--- config.mk ---
export PLATFORM = sky130hd
export DESIGN_NAME = halving_chunk_partition_planner
export DESIGN_NICKNAME = d
export VERILOG_FILES = /design/src/rtl/hcpp_pkg.sv /design/src/rtl/hcpp_divider.sv /design/src/rtl/hcpp_datapath.sv /design/src/rtl/hcpp_ctrl.sv /design/src/rtl/halving_chunk_partition_planner.sv
export SDC_FILE = /design/constraint.sdc
export NUM_CORES = 2
export LEC_CHECK = 0
export ABC_AREA = 1
export BUFFER_PORTS_ARGS = -buffer_cell sky130_fd_sc_hd__buf_2
export CAP_MARGIN = 30
export CORE_AREA = 2 2 396 398
export DETAILED_ROUTE_END_ITERATION = 16
export DIE_AREA = 0 0 398 400
export HOLD_SLACK_MARGIN = 0.02
export SKIP_CTS_REPAIR_TIMING = 1
export SLEW_MARGIN = 20
export SYNTH_ARGS = -nofsm -noshare
export SYNTH_HDL_FRONTEND = slang
export SYNTH_HIERARCHICAL = 1
export SYNTH_SLANG_ARGS = --single-unit
--- constraint.sdc ---
create_clock -name clk_i -period 16.1 [get_ports clk_i]
set_clock_uncertainty 0.15 [all_clocks]
set_input_delay 0.805 -clock clk_i [delete_from_list [all_inputs] [get_ports clk_i]]
set_output_delay 0.805 -clock clk_i [all_outputs]
set_load 0.01 [all_outputs]
--- src/rtl/hcpp_pkg.sv ---
// Package: shared widths, datapath operation codes, controller states and handshake structs.
`default_nettype none
package hcpp_pkg;

  localparam int unsigned RegionCountW = 16;
  localparam int unsigned WordsW       = 27;
  localparam int unsigned OffsetW      = 26;
  localparam int unsigned ProdW        = 43;
  localparam int unsigned SmallW       = 42;
  localparam int unsigned CumW         = 44;
  localparam int unsigned ChunksW      = 18;
  localparam int unsigned GroupW       = 4;
  localparam int unsigned IndexW       = 3;
  localparam int unsigned ShiftW       = 3;
  localparam int unsigned TotalW       = 43;
  localparam int unsigned ResultSlots  = 8;
  localparam logic [WordsW-1:0] SmallestReset = 27'd4096;

  // Datapath operations issued by the controller.
  typedef enum logic [4:0] {
    OP_NONE,
    OP_LOAD,
    OP_EMIT_ERR,
    OP_MUL_TOT,
    OP_MUL_CUR,
    OP_MUL_SMALL,
    OP_CG_STEP,
    OP_CG_FIN,
    OP_CC_INIT,
    OP_CC_SUB,
    OP_CC_ZERO,
    OP_DIV_LW,
    OP_DIV_LS,
    OP_CC_SUM,
    OP_EM_INIT,
    OP_EMIT,
    OP_DIV_T,
    OP_EM_UPD
  } dp_op_e;

  // Controller states.
  typedef enum logic [3:0] {
    ST_IDLE,
    ST_CHECK,
    ST_MUL_CUR,
    ST_MUL_SMALL,
    ST_GRP,
    ST_GRP_FIN,
    ST_CHK_INIT,
    ST_CHK,
    ST_CHK_DIVW,
    ST_CHK_DIVS,
    ST_CHK_WAIT,
    ST_EM_INIT,
    ST_EMIT,
    ST_EM_DIV,
    ST_EM_WAIT
  } ctrl_state_e;

  typedef struct packed {
    dp_op_e op;
  } dp_cmd_t;

  typedef struct packed {
    logic count_low;     // region count below two
    logic grp_go;        // another full group fits under the cap
    logic cur_le_small;  // current span at or below the smallest span
    logic left_zero;
    logic cur_le_left;
    logic k_last;        // the next counted group is the last planned one
    logic div_done;
    logic i_last;        // the current emitted group is the last
  } dp_status_t;

endpackage
`default_nettype wire

--- src/rtl/hcpp_divider.sv ---
// Restoring radix-2 divider: one quotient bit per cycle, zero divisor yields zero.
`default_nettype none
module hcpp_divider (
  input  wire logic                           clk_i,
  input  wire logic                           rst_ni,
  input  wire logic                           start_i,
  input  wire logic [hcpp_pkg::ProdW-1:0]     dividend_i,
  input  wire logic [hcpp_pkg::WordsW-1:0]    divisor_i,
  output logic                                done_o,
  output logic [hcpp_pkg::ProdW-1:0]          quotient_o,
  output logic [hcpp_pkg::WordsW-1:0]         remainder_o
);

  localparam int unsigned Steps = hcpp_pkg::ProdW;
  localparam int unsigned CntW  = $clog2(Steps);

  logic                          busy_q, busy_d;
  logic                          done_q, done_d;
  logic                          zero_q, zero_d;
  logic [CntW-1:0]               cnt_q, cnt_d;
  logic [hcpp_pkg::ProdW-1:0]    quot_q, quot_d;
  logic [hcpp_pkg::WordsW-1:0]   rem_q, rem_d;
  logic [hcpp_pkg::WordsW-1:0]   dvs_q, dvs_d;
  logic [hcpp_pkg::WordsW:0]     trial;
  logic                          fits;

  // Shift in the next dividend bit and trial-subtract.
  assign trial = {rem_q, quot_q[hcpp_pkg::ProdW-1]};
  assign fits  = trial >= {1'b0, dvs_q};

  always_comb begin
    busy_d = busy_q;
    done_d = 1'b0;
    zero_d = zero_q;
    cnt_d  = cnt_q;
    quot_d = quot_q;
    rem_d  = rem_q;
    dvs_d  = dvs_q;
    if (start_i) begin
      busy_d = 1'b1;
      zero_d = (divisor_i == '0);
      cnt_d  = '0;
      quot_d = dividend_i;
      rem_d  = '0;
      dvs_d  = divisor_i;
    end else if (busy_q) begin
      quot_d = {quot_q[hcpp_pkg::ProdW-2:0], fits};
      rem_d  = fits ? hcpp_pkg::WordsW'(trial - {1'b0, dvs_q})
                    : trial[hcpp_pkg::WordsW-1:0];
      cnt_d  = cnt_q + 1'b1;
      if (cnt_q == CntW'(Steps - 1)) begin
        busy_d = 1'b0;
        done_d = 1'b1;
      end
    end
  end

  always_ff @(posedge clk_i or negedge rst_ni) begin
    if (!rst_ni) begin
      busy_q <= 1'b0;
      done_q <= 1'b0;
    end else begin
      busy_q <= busy_d;
      done_q <= done_d;
    end
  end

  always_ff @(posedge clk_i) begin
    zero_q <= zero_d;
    cnt_q  <= cnt_d;
    quot_q <= quot_d;
    rem_q  <= rem_d;
    dvs_q  <= dvs_d;
  end

  assign done_o      = done_q;
  assign quotient_o  = zero_q ? '0 : quot_q;
  assign remainder_o = zero_q ? '0 : rem_q;

endmodule
`default_nettype wire

--- src/rtl/hcpp_datapath.sv ---
// Datapath: request registers, shared multiplier, group and chunk counting, result registers.
`default_nettype none
module hcpp_datapath #(
  parameter int unsigned GroupCap = 8
) (
  input  wire logic                                clk_i,
  input  wire logic                                rst_ni,
  input  wire hcpp_pkg::dp_cmd_t                   cmd_i,
  output hcpp_pkg::dp_status_t                     status_o,
  input  wire logic                                cfg_we_i,
  input  wire logic [hcpp_pkg::WordsW-1:0]         cfg_data_i,
  input  wire logic [hcpp_pkg::RegionCountW-1:0]   region_count_i,
  input  wire logic [hcpp_pkg::WordsW-1:0]         region_words_i,
  output logic                                     valid_o,
  output logic [hcpp_pkg::IndexW-1:0]              group_index_o,
  output logic [hcpp_pkg::RegionCountW-1:0]        first_region_o,
  output logic [hcpp_pkg::OffsetW-1:0]             start_offset_words_o,
  output logic [hcpp_pkg::WordsW-1:0]              chunk_words_o,
  output logic [hcpp_pkg::GroupW-1:0]              group_count_o,
  output logic [hcpp_pkg::TotalW-1:0]              total_chunks_o,
  output logic                                     result_status_o,
  output logic                                     last_o
);

  localparam logic [hcpp_pkg::GroupW-1:0] CapW = hcpp_pkg::GroupW'(GroupCap);

  hcpp_pkg::dp_op_e op;

  logic [hcpp_pkg::WordsW-1:0]       smallest_q;
  logic [hcpp_pkg::RegionCountW-1:0] r_q;
  logic [hcpp_pkg::WordsW-1:0]       w_q;
  logic [hcpp_pkg::ProdW-1:0]        total_q, cur_q, span0_q, left_q, span_q, tc_q;
  logic [hcpp_pkg::SmallW-1:0]       small_q;
  logic [hcpp_pkg::CumW-1:0]         cum_q;
  logic [hcpp_pkg::GroupW-1:0]       ng_q, k_q, i_q;
  logic [hcpp_pkg::ChunksW-1:0]      chunks_q;
  logic [hcpp_pkg::ShiftW-1:0]       j_q;
  logic [hcpp_pkg::RegionCountW-1:0] region_q;
  logic [hcpp_pkg::WordsW-1:0]       off_q;
  logic [hcpp_pkg::RegionCountW-2:0] gs;

  logic [hcpp_pkg::WordsW-1:0]       mul_a;
  logic [hcpp_pkg::RegionCountW-1:0] mul_b;
  logic [hcpp_pkg::ProdW-1:0]        mul_p;

  logic                              div_start, div_done;
  logic [hcpp_pkg::ProdW-1:0]        div_dividend, div_quot;
  logic [hcpp_pkg::WordsW-1:0]       div_divisor, div_rem;

  logic                              grp_go, cur_le_small, k_last, i_last;
  logic                              valid_q;

  assign op = cmd_i.op;
  assign gs = r_q[hcpp_pkg::RegionCountW-1:1];

  // Status toward the controller.
  assign grp_go = (ng_q < CapW) &&
                  ((cum_q + {1'b0, cur_q}) <= {1'b0, total_q});
  assign cur_le_small = cur_q <= {1'b0, small_q};
  assign k_last = ({1'b0, k_q} + 5'd1) >= {1'b0, ng_q};
  assign i_last = ({1'b0, i_q} + 5'd1) == {1'b0, ng_q};

  always_comb begin
    status_o.count_low    = r_q < 16'd2;
    status_o.grp_go       = grp_go;
    status_o.cur_le_small = cur_le_small;
    status_o.left_zero    = left_q == '0;
    status_o.cur_le_left  = cur_q <= left_q;
    status_o.k_last       = k_last;
    status_o.div_done     = div_done;
    status_o.i_last       = i_last;
  end

  // Select multiplier operands.
  always_comb begin
    mul_a = w_q;
    mul_b = r_q;
    case (op)
      hcpp_pkg::OP_MUL_CUR:   mul_b = {1'b0, gs};
      hcpp_pkg::OP_MUL_SMALL: begin
        mul_a = smallest_q;
        mul_b = {1'b0, gs};
      end
      default: ;
    endcase
  end
  assign mul_p = {16'b0, mul_a} * {27'b0, mul_b};

  // Select divider operands.
  always_comb begin
    div_start    = 1'b0;
    div_dividend = left_q;
    div_divisor  = w_q >> j_q;
    case (op)
      hcpp_pkg::OP_DIV_LW: div_start = 1'b1;
      hcpp_pkg::OP_DIV_LS: begin
        div_start   = 1'b1;
        div_divisor = smallest_q;
      end
      hcpp_pkg::OP_DIV_T: begin
        div_start    = 1'b1;
        div_dividend = hcpp_pkg::ProdW'({16'b0, off_q} + span_q);
        div_divisor  = w_q;
      end
      default: ;
    endcase
  end

  hcpp_divider u_div (
    .clk_i       (clk_i),
    .rst_ni      (rst_ni),
    .start_i     (div_start),
    .dividend_i  (div_dividend),
    .divisor_i   (div_divisor),
    .done_o      (div_done),
    .quotient_o  (div_quot),
    .remainder_o (div_rem)
  );

  // Hold the smallest chunk size register.
  always_ff @(posedge clk_i or negedge rst_ni) begin
    if (!rst_ni) begin
      smallest_q <= hcpp_pkg::SmallestReset;
    end else if (cfg_we_i) begin
      smallest_q <= cfg_data_i;
    end
  end

  // Advance the working registers.
  always_ff @(posedge clk_i) begin
    case (op)
      hcpp_pkg::OP_LOAD: begin
        r_q   <= region_count_i;
        w_q   <= region_words_i;
        cum_q <= '0;
        ng_q  <= '0;
      end
      hcpp_pkg::OP_MUL_TOT: total_q <= mul_p;
      hcpp_pkg::OP_MUL_CUR: begin
        cur_q   <= mul_p;
        span0_q <= mul_p;
      end
      hcpp_pkg::OP_MUL_SMALL: small_q <= mul_p[hcpp_pkg::SmallW-1:0];
      hcpp_pkg::OP_CG_STEP: begin
        ng_q  <= ng_q + 1'b1;
        cum_q <= cum_q + {1'b0, cur_q};
        if (!cur_le_small) cur_q <= cur_q >> 1;
      end
      hcpp_pkg::OP_CG_FIN: begin
        if ((cum_q < {1'b0, total_q}) && (ng_q < CapW) && !cur_le_small) begin
          ng_q <= ng_q + 1'b1;
        end
      end
      hcpp_pkg::OP_CC_INIT: begin
        left_q   <= total_q;
        cur_q    <= span0_q;
        chunks_q <= '0;
        k_q      <= '0;
        j_q      <= '0;
      end
      hcpp_pkg::OP_CC_SUB: begin
        left_q   <= left_q - cur_q;
        chunks_q <= chunks_q + {3'b0, gs};
        k_q      <= k_q + 1'b1;
        if (!k_last && !cur_le_small) begin
          cur_q <= cur_q >> 1;
          j_q   <= j_q + 1'b1;
        end
      end
      hcpp_pkg::OP_CC_ZERO: tc_q <= {25'b0, chunks_q};
      hcpp_pkg::OP_CC_SUM:  tc_q <= div_quot + {25'b0, chunks_q};
      hcpp_pkg::OP_EM_INIT: begin
        i_q      <= '0;
        region_q <= '0;
        off_q    <= '0;
        span_q   <= span0_q;
      end
      hcpp_pkg::OP_EMIT: i_q <= i_q + 1'b1;
      hcpp_pkg::OP_EM_UPD: begin
        region_q <= region_q + div_quot[hcpp_pkg::RegionCountW-1:0];
        off_q    <= div_rem;
        span_q   <= span_q >> 1;
      end
      default: ;
    endcase
  end

  // Drive the result strobe for one cycle per transaction.
  always_ff @(posedge clk_i or negedge rst_ni) begin
    if (!rst_ni) begin
      valid_q <= 1'b0;
    end else begin
      valid_q <= (op == hcpp_pkg::OP_EMIT) || (op == hcpp_pkg::OP_EMIT_ERR);
    end
  end

  // Capture the result payload.
  always_ff @(posedge clk_i) begin
    if (op == hcpp_pkg::OP_EMIT) begin
      group_index_o        <= i_q[hcpp_pkg::IndexW-1:0];
      first_region_o       <= region_q;
      start_offset_words_o <= off_q[hcpp_pkg::OffsetW-1:0];
      chunk_words_o        <= w_q >> i_q;
      group_count_o        <= i_last ? ng_q : '0;
      total_chunks_o       <= i_last ? tc_q : '0;
      result_status_o      <= 1'b0;
      last_o               <= i_last;
    end else if (op == hcpp_pkg::OP_EMIT_ERR) begin
      group_index_o        <= '0;
      first_region_o       <= '0;
      start_offset_words_o <= '0;
      chunk_words_o        <= '0;
      group_count_o        <= '0;
      total_chunks_o       <= '0;
      result_status_o      <= 1'b1;
      last_o               <= 1'b1;
    end
  end

  assign valid_o = valid_q;

endmodule
`default_nettype wire

--- src/rtl/hcpp_ctrl.sv ---
// Controller: sequences loading, group counting, chunk counting and result emission.
`default_nettype none
module hcpp_ctrl (
  input  wire logic                 clk_i,
  input  wire logic                 rst_ni,
  input  wire logic                 start_i,
  output logic                      busy_o,
  input  wire hcpp_pkg::dp_status_t status_i,
  output hcpp_pkg::dp_cmd_t         cmd_o
);

  hcpp_pkg::ctrl_state_e state_q, state_d;

  // Next state.
  always_comb begin
    state_d = state_q;
    unique case (state_q)
      hcpp_pkg::ST_IDLE:      if (start_i) state_d = hcpp_pkg::ST_CHECK;
      hcpp_pkg::ST_CHECK:     state_d = status_i.count_low ? hcpp_pkg::ST_IDLE
                                                           : hcpp_pkg::ST_MUL_CUR;
      hcpp_pkg::ST_MUL_CUR:   state_d = hcpp_pkg::ST_MUL_SMALL;
      hcpp_pkg::ST_MUL_SMALL: state_d = hcpp_pkg::ST_GRP;
      hcpp_pkg::ST_GRP: begin
        if (!status_i.grp_go) state_d = hcpp_pkg::ST_CHK_INIT;
        else if (status_i.cur_le_small) state_d = hcpp_pkg::ST_GRP_FIN;
      end
      hcpp_pkg::ST_GRP_FIN:   state_d = hcpp_pkg::ST_CHK_INIT;
      hcpp_pkg::ST_CHK_INIT:  state_d = hcpp_pkg::ST_CHK;
      hcpp_pkg::ST_CHK: begin
        if (status_i.left_zero) state_d = hcpp_pkg::ST_EM_INIT;
        else if (!status_i.cur_le_left) state_d = hcpp_pkg::ST_CHK_WAIT;
        else if (status_i.k_last) state_d = hcpp_pkg::ST_CHK_DIVW;
        else if (status_i.cur_le_small) state_d = hcpp_pkg::ST_CHK_DIVS;
      end
      hcpp_pkg::ST_CHK_DIVW:  state_d = hcpp_pkg::ST_CHK_WAIT;
      hcpp_pkg::ST_CHK_DIVS:  state_d = hcpp_pkg::ST_CHK_WAIT;
      hcpp_pkg::ST_CHK_WAIT:  if (status_i.div_done) state_d = hcpp_pkg::ST_EM_INIT;
      hcpp_pkg::ST_EM_INIT:   state_d = hcpp_pkg::ST_EMIT;
      hcpp_pkg::ST_EMIT:      state_d = status_i.i_last ? hcpp_pkg::ST_IDLE
                                                        : hcpp_pkg::ST_EM_DIV;
      hcpp_pkg::ST_EM_DIV:    state_d = hcpp_pkg::ST_EM_WAIT;
      hcpp_pkg::ST_EM_WAIT:   if (status_i.div_done) state_d = hcpp_pkg::ST_EMIT;
      default:                state_d = hcpp_pkg::ST_IDLE;
    endcase
  end

  // Datapath commands.
  always_comb begin
    cmd_o.op = hcpp_pkg::OP_NONE;
    unique case (state_q)
      hcpp_pkg::ST_IDLE:      if (start_i) cmd_o.op = hcpp_pkg::OP_LOAD;
      hcpp_pkg::ST_CHECK:     cmd_o.op = status_i.count_low ? hcpp_pkg::OP_EMIT_ERR
                                                            : hcpp_pkg::OP_MUL_TOT;
      hcpp_pkg::ST_MUL_CUR:   cmd_o.op = hcpp_pkg::OP_MUL_CUR;
      hcpp_pkg::ST_MUL_SMALL: cmd_o.op = hcpp_pkg::OP_MUL_SMALL;
      hcpp_pkg::ST_GRP:       cmd_o.op = status_i.grp_go ? hcpp_pkg::OP_CG_STEP
                                                         : hcpp_pkg::OP_CG_FIN;
      hcpp_pkg::ST_GRP_FIN:   cmd_o.op = hcpp_pkg::OP_CG_FIN;
      hcpp_pkg::ST_CHK_INIT:  cmd_o.op = hcpp_pkg::OP_CC_INIT;
      hcpp_pkg::ST_CHK: begin
        if (status_i.left_zero) cmd_o.op = hcpp_pkg::OP_CC_ZERO;
        else if (!status_i.cur_le_left) cmd_o.op = hcpp_pkg::OP_DIV_LW;
        else cmd_o.op = hcpp_pkg::OP_CC_SUB;
      end
      hcpp_pkg::ST_CHK_DIVW:  cmd_o.op = hcpp_pkg::OP_DIV_LW;
      hcpp_pkg::ST_CHK_DIVS:  cmd_o.op = hcpp_pkg::OP_DIV_LS;
      hcpp_pkg::ST_CHK_WAIT:  if (status_i.div_done) cmd_o.op = hcpp_pkg::OP_CC_SUM;
      hcpp_pkg::ST_EM_INIT:   cmd_o.op = hcpp_pkg::OP_EM_INIT;
      hcpp_pkg::ST_EMIT:      cmd_o.op = hcpp_pkg::OP_EMIT;
      hcpp_pkg::ST_EM_DIV:    cmd_o.op = hcpp_pkg::OP_DIV_T;
      hcpp_pkg::ST_EM_WAIT:   if (status_i.div_done) cmd_o.op = hcpp_pkg::OP_EM_UPD;
      default:                cmd_o.op = hcpp_pkg::OP_NONE;
    endcase
  end

  always_ff @(posedge clk_i or negedge rst_ni) begin
    if (!rst_ni) begin
      state_q <= hcpp_pkg::ST_IDLE;
    end else begin
      state_q <= state_d;
    end
  end

  assign busy_o = state_q != hcpp_pkg::ST_IDLE;

endmodule
`default_nettype wire

--- src/rtl/halving_chunk_partition_planner.sv ---
// Top level: halving chunk partition planner, controller plus datapath.
//
// Usage: a request (region_count_i, region_words_i) is taken at a clock edge
// with start high and busy low. The block plans up to min(MAX_GROUPS, 8)
// groups and emits one result per group, each marked by valid_o for exactly
// one cycle; last_o marks the final result, which also carries group_count_o
// and total_chunks_o. A region count below two gives a single result with
// status_o set, on the ports once the check state has issued it and the
// result registers have captured it. Steps: setup (total, first span and
// smallest span products), group counting, chunk-count init, chunk counting,
// then, unless no words are left, a division of the words left, emission
// init and one emit step per group; each group after the first adds a
// division of its start position by the region size. One shared radix-2
// divider does every division. The final result appears as busy goes low,
// and one request is in flight at a time. Configuration: cfg_valid writes
// smallest_chunk_words (reset 4096); cfg_ready is always high; writes must be
// made only while the block is idle, which the block does not enforce.
// Reset: rst_ni clears the controller to idle and the register to its reset
// value; no result is pending after reset. The receiver cannot stall results.
`default_nettype none
module halving_chunk_partition_planner #(
  parameter int unsigned MAX_GROUPS = 8
) (
  input  wire logic                                clk_i,
  input  wire logic                                rst_ni,
  input  wire logic                                start,
  output logic                                     busy,
  input  wire logic [hcpp_pkg::RegionCountW-1:0]   region_count_i,
  input  wire logic [hcpp_pkg::WordsW-1:0]         region_words_i,
  input  wire logic                                cfg_valid,
  output logic                                     cfg_ready,
  input  wire logic [hcpp_pkg::WordsW-1:0]         cfg_data_i,
  output logic                                     valid_o,
  output logic [hcpp_pkg::IndexW-1:0]              group_index_o,
  output logic [hcpp_pkg::RegionCountW-1:0]        first_region_o,
  output logic [hcpp_pkg::OffsetW-1:0]             start_offset_words_o,
  output logic [hcpp_pkg::WordsW-1:0]              chunk_words_o,
  output logic [hcpp_pkg::GroupW-1:0]              group_count_o,
  output logic [hcpp_pkg::TotalW-1:0]              total_chunks_o,
  output logic                                     status_o,
  output logic                                     last_o
);

  localparam int unsigned GroupCap =
    (MAX_GROUPS < hcpp_pkg::ResultSlots) ? MAX_GROUPS : hcpp_pkg::ResultSlots;

  hcpp_pkg::dp_cmd_t    cmd;
  hcpp_pkg::dp_status_t dp_status;

  assign cfg_ready = 1'b1;

  hcpp_ctrl u_ctrl (
    .clk_i    (clk_i),
    .rst_ni   (rst_ni),
    .start_i  (start),
    .busy_o   (busy),
    .status_i (dp_status),
    .cmd_o    (cmd)
  );

  hcpp_datapath #(
    .GroupCap (GroupCap)
  ) u_dp (
    .clk_i                (clk_i),
    .rst_ni               (rst_ni),
    .cmd_i                (cmd),
    .status_o             (dp_status),
    .cfg_we_i             (cfg_valid && cfg_ready),
    .cfg_data_i           (cfg_data_i),
    .region_count_i       (region_count_i),
    .region_words_i       (region_words_i),
    .valid_o              (valid_o),
    .group_index_o        (group_index_o),
    .first_region_o       (first_region_o),
    .start_offset_words_o (start_offset_words_o),
    .chunk_words_o        (chunk_words_o),
    .group_count_o        (group_count_o),
    .total_chunks_o       (total_chunks_o),
    .result_status_o      (status_o),
    .last_o               (last_o)
  );

  // An error transaction is always the final one.
  assert property (@(posedge clk_i) disable iff (!rst_ni)
    valid_o && status_o |-> last_o && (group_count_o == '0))
    else $error("error result not final");

  // An accepted request keeps the block busy.
  assert property (@(posedge clk_i) disable iff (!rst_ni)
    start && !busy |=> busy)
    else $error("request accepted without going busy");

  // More results must follow a non-final one.
  assert property (@(posedge clk_i) disable iff (!rst_ni)
    valid_o && !last_o |-> busy)
    else $error("controller idle before final result");

  // Group count appears only on the final transaction.
  assert property (@(posedge clk_i) disable iff (!rst_ni)
    valid_o && !last_o |-> (group_count_o == '0) && (total_chunks_o == '0))
    else $error("totals on non-final result");

endmodule
`default_nettype wire
==> After elaboration in Yosys (flattened, before gate mapping) <==
Cells that the tools add are included.
{ "classes": {"n_addsub": 14, "n_mul": 1, "magnitude_cmp": 8, "eq_ne": 41, "shift": 2, "n_mux": 68, "reduce_logical": 27} }
{ "ops": {"columns": ["op", "n"], "rows": [
  ["two-way mux 43 bit", 9],
  ["case mux 43 bit (2 select lines)", 3],
  ["case mux 43 bit (4 select lines)", 1],
  ["two-way mux 27 bit", 5],
  ["case mux 27 bit (2 select lines)", 2],
  ["case mux 44 bit (2 select lines)", 1],
  ["case mux 5 bit (15 select lines)", 1],
  ["two-way mux 4 bit", 15],
  ["case mux 4 bit (14 select lines)", 1],
  ["two-way mux 26 bit", 2],
  ["two-way mux 16 bit", 3],
  ["adder 44 x 43 -> 44 bit", 1],
  ["<= comparator 44 x 43 -> 1 bit", 1],
  ["less-than comparator 44 x 43 -> 1 bit", 1],
  ["adder 27 x 43 -> 43 bit", 1],
  ["adder 43 x 18 -> 43 bit", 1],
  ["<= comparator 43 x 42 -> 1 bit", 1],
  ["<= comparator 43 bit", 1],
  ["logical NOT 43 bit", 1],
  ["multiplier 27 x 16 -> 43 bit", 1],
  ["subtractor 43 bit", 1],
  ["== test 5 x 4 -> 1 bit (second input constant)", 8],
  ["case mux 18 bit (2 select lines)", 1],
  ["case mux 16 bit (2 select lines)", 1],
  ["47 further kinds", 98]
]} }
{ "totals": {"ff_bits": 722, "input_bits": 74, "out_inout_bits": 124, "word_cells": 196} }

==> Logic depth before layout (Yosys ltp) <==
{ "depth": {"ltp_word": 10, "mapped_depth": 72} }

==> Modules after synthesis <==
Netlist, hierarchy kept.
{ "by_module_without_submodules": {"columns": ["module", "instances", "cells_per_inst", "area_per_inst_um2", "seq_area_each_um2"], "rows": [
  ["hcpp_datapath", 1, 6504, 53953.0, 18228.7],
  ["hcpp_divider", 1, 1001, 7048.0, 2842.7],
  ["hcpp_ctrl", 1, 105, 564.3, 100.1],
  ["halving_chunk_partition_planner", 1, 2, 11.3, 0.0]
]} }

==> Least setup slack after synthesis <==
OpenSTA, ideal clock, no wires.
{ "synth_timing": {"path_type": "register to register", "from": "reg u_dp/cur_q[0] in the netlist's numbering", "to": "reg u_dp/off_q[0] in the netlist's numbering, enable pin", "setup_ns": 0.765, "arrival_ns": 12.511, "setup_slack_ns": 2.674, "stages_incl_launch_ff": 41, "n_path_buf": 1, "synth_period_minus_slack_ns": 13.426, "cell_sequence": "edfxtp_1 -> ha_1 -> fa_1 -> nand2_1 -> o21ai_2 -> a21oi_2 -> o21ai_2 -> nand2_1 -> nand2_1 -> nand2_1 -> nand2_1 -> nand2_1 -> nand2_1 -> nand2_1 -> nand2_1 -> ha_1 -> nand2_1 -> nor2_1 -> (+5 left out) -> nand2_1 -> nand2_1 -> nand2_1 -> nand2_1 -> nand2_1 -> nand2_1 -> nand2_1 -> nand2_1 -> a21oi_1 -> buf_4 -> inv_1 -> nand3_1 -> nand2_1 -> nor3_1 -> nand2_1 -> nor2_1 -> inv_1 -> o41ai_1"} }
{ "synth_lines": {"columns": ["item", "line_no", "text"], "rows": [
  ["from (decl)", "hcpp_datapath.sv:32", "logic [hcpp_pkg::ProdW-1:0] total_q, cur_q, span0_q, left_q, span_q, tc_q;"],
  ["from (signal assigned)", "hcpp_datapath.sv:140", "cur_q <= mul_p;"],
  ["from (signal assigned)", "hcpp_datapath.sv:147", "if (!cur_le_small) cur_q <= cur_q >> 1;"],
  ["from (signal assigned)", "hcpp_datapath.sv:156", "cur_q <= span0_q;"],
  ["to (signal assigned)", "hcpp_datapath.sv:181", "off_q <= div_rem;"],
  ["to (decl)", "hcpp_datapath.sv:39", "logic [hcpp_pkg::WordsW-1:0] off_q;"]
]} }

==> flow_metrics.py <==
metrics = {
    "routing": {
        "drcViolationCount": 0,
        "viasPerCell": 5.294,
        "dr_total_vias": 52330,
        "dr_wl_met3_um": 17980,
        "drtAntennaViolNets": 0,
        "routedWlPerCell_um": 21.71,
        "wl_um": 214600,
        "first_pass_iters": 6,
        "wl_met1_um": 93090,
        "top_layer_used": "met5",
        "wl_met2_um": 94720,
        "first_iter_violations": 4982,
    },
    "critical_path": {
        "crit_top_cell": "nand2_1",
        "critPathLaunch": "u_dp/cur_q[2]$_DFFE_PP_",
        "critical_path_class": "reg -> reg",
        "reg2reg_depth": 64,
        "slowest_delay_ns": 0.61,
        "cp-end-kind": "flip-flop",
        "reg2reg_slack_ns": 2.60,
        "critPathMaxFanout": 48,
        "cp_slowest_cell": "a21oi_1",
        "required_ns": 16.55,
        "cp_data_arrival_time_ns": 13.95,
        "start_kind": "flip-flop",
        "r2r_start": "u_dp/cur_q[2]$_DFFE_PP_",
    },
    "clock_network": {
        "clock-sinks": 722,
        "cts_max_level": 3,
        "cts_tree": "yes",
        "cts_max_path_buffers": 3,
        "cts-root-buf": "clkbuf_16",
        "cts_made_buffers": 83,
        "clk_pin_slew_ns": 0.07,
        "worst_skew_pair.late_latency_ns": 0.74,
    },
    "sta": {
        "slew-limit-headroom_pct": 32.43,
        "fin_tns_setup_ns": 0,
        "worstMarginPinSlew_ns": 1.006,
        "period_minus_slack_ns": 13.50,
        "fmax_ghz": 0.07408,
        "drv_slew": 0,
        "hold_viol": 0,
        "rsz0062_at_grt": "no",
        "period_share_pct": 83.85,
        "setup_viol": 0,
    },
    "die": {
        "placementRows": 145,
        "die_y_um": 400,
        "core_area_sq_um": 155100,
        "io_pins": 198,
        "die_w_um": 398,
        "die_area_sq_um": 159200,
        "start_util_pct": 39.70,
    },
    "logic_synthesis": {
        "syn-num-nets": 8481,
        "ys_warn_count": 6,
        "avgSynthCellArea_sq_um": 8.089,
        "synthesis.area_sq_um": 61580,
        "synthArstFlopShare_pct": 4.709,
        "yosys_most_used_dff": "edfxtp_1",
        "synth-edff-count": 654,
        "ys_seq_elements": 722,
        "synth.yosys.seq_area_share_pct": 34.38,
        "ys_types": 72,
        "synthCells": 7612,
    },
    "global_routing": {
        "grt_antenna_before_repair": 3,
        "grt_max_degree": 90,
        "grt_usage_pct": 27.00,
        "grt_pass1_vias": 51380,
        "grt_overflow": 0,
        "grt_pass1_wl_um": 322700,
    },
    "finish": {
        "ff_latch_area_sq_um": 21170,
        "antenna_cells": 0,
        "multi_input_area_sq_um": 34360,
        "fin_cells": 9885,
        "syn2layout_area_growth_pct": 10.07,
        "fin_nets": 8628,
        "drive_above_1_share_pct": 8.266,
        "nFillCells": 15660,
    },
    "run_status": {
        "outcome": "finished clean",
    },
    "pwr": {
        "peakVddDrop_mv": 0.08821,
        "p_leak_nw": 30.90,
        "powerDensity_nw_per_um2": 60.01,
    },
    "run": {
        "max_cap_viol_count": 0,
    },
    "min_path": {
        "hold_depth": 1,
        "min-delay-start": "region_count_i[6]",
        "hold_class": "in -> reg",
    },
    "place": {
        "placedCellCount": 9728,
        "io_buffers": 196,
        "place_congestion": 0.9873,
        "dp_hpwl_um": 173500,
    },
}
==> through the flow <==
stage | setup slack [ns] | utilization (%) | area, sq um | hold WS, ns | power [mW]
3_5_place_dp | 2.278 | 41.77 | 64790 | 0.3150 | 2.096
4_1_cts | 2.225 | 43.64 | 67700 | 0.06936 | 4.107
5_1_grt | 1.625 | 43.69 | 67780 | 0.1082 | 4.180
6_report | 2.601 | 43.69 | 67780 | 0.1149 | 4.068
2_1_floorplan | 2.674 | - | 61580 | 0.2897 | 2.072
3_3_place_gp | 1.823 | 41.75 | 64770 | 0.3074 | 2.096
==> per-layer routing <==
metal,vias up,global-route usage (%)
met4,2,10.52
met2,2079,42.25
met1,25100,37.43
met3,315,4.307
met5,-,0
li1,24830,-
==> synthesized netlist by cell type (all sizes together), types with 45 or more instances <==
| master | number | area (sq um) |
|---|---|---|
| buf | 80 | 500.5 |
| clkbuf | 117 | 439.2 |
| nor2 | 872 | 3471 |
| a31oi | 45 | 296.5 |
| fa | 355 | 7107 |
| edfxtp | 654 | 19640 |
| nand2 | 1809 | 6828 |
| ha | 440 | 5505 |
| nand3 | 298 | 1617 |
| xnor2 | 65 | 569.3 |
| xor2 | 82 | 740.7 |
| inv | 1396 | 5240 |
| o21ai | 497 | 2728 |
| a21oi | 330 | 1693 |
| nor3 | 60 | 315.3 |
| nand4 | 58 | 377.9 |
==> final cells by class <==
cell class	instances	share of cell area, %
inverters	1398	7.742
well taps	2058	3.799
multi-input cells	5295	50.70
flip-flops and latches	722	31.24
repair buffers	259	2.226
clock buffers	103	3.279
clock inverters	50	1.015
==> logic make-up after synthesis <==
family                     synth area share (%)
and+or+nand+nor                           21.67
buffers and inverters                     10.05
AOI/OAI and AO/OA                         10.75
adders and majority gates                 20.48
DFF                                       34.38
xor gates and xnor gates                  2.127
muxes                                    0.5364
other                                  0.006090
==> cell usage in the layout, fill, tap and decap left out, types with 18 or more instances in the layout <==
master,count
o211ai_1,28
inv_2,52
nand3_1,273
dfxtp_1,34
a21oi_1,319
a21o_1,39
nor2_2,28
o21bai_1,28
inv_1,1344
clkbuf_16,83
mux2i_1,33
o21ai_1,60
xor2_1,79
and2_1,18
xnor2_1,65
o21ai_2,43
buf_4,58
o21ai_0,382
buf_2,196
nor2_1,819
o221ai_1,27
nor3_1,56
o21a_1,32
a22oi_1,25
a31oi_1,44
nor2_4,25
ha_1,440
fa_1,355
nand4_1,57
nand3_2,25
edfxtp_1,654
nor4_1,37
dfrtp_1,33
nand2_1,1794
==> state kept, by name, indices dropped and copies added (netlist names), 42 cells and up <==
signal and cells:
u_dp/span0_q 43, u_dp/total_chunks_o 43, u_dp/left_q 43, u_dp/total_q 43
u_dp/span_q 43, u_dp/tc_q 43, u_dp/small_q 42, u_dp/cum_q 44
u_dp/cur_q 43, u_dp/u_div/quot_q 43
==> final timing paths <==
check / end
min: u_dp/r_q[6]$_DFFE_PP_
min in group asynchronous: u_dp/smallest_q[24]$_DFFE_PN0P_
max reg2reg: u_dp/cur_q[41]$_DFFE_PP_
min reg2reg: u_dp/u_div/rem_q[23]$_SDFFE_PP0P_
max in group asynchronous: u_dp/smallest_q[12]$_DFFE_PN1P_
max: u_dp/cur_q[41]$_DFFE_PP_
==> critical path: cells and delay by family (launching register included) <==
family / cells / cell delay [ns]
fa+ha+maj: 9 / 4.22
buf+inv: 14 / 2.15
flops: 1 / 0.49
xor+xnor: 2 / 0.65
compound gates: 8 / 2.39
simple gates: 31 / 3.28
==> power breakdown <==
group | internal [mW] | leakage (nW) | switching [mW]
sequential | 2.02 | 6.18 | 0.00136
combinational | 0.00968 | 23.3 | 0.0257
clock | 1.15 | 1.40 | 0.861
total | 3.18 | 30.9 | 0.888
Note: power is estimated with default switching activity, not from simulation.
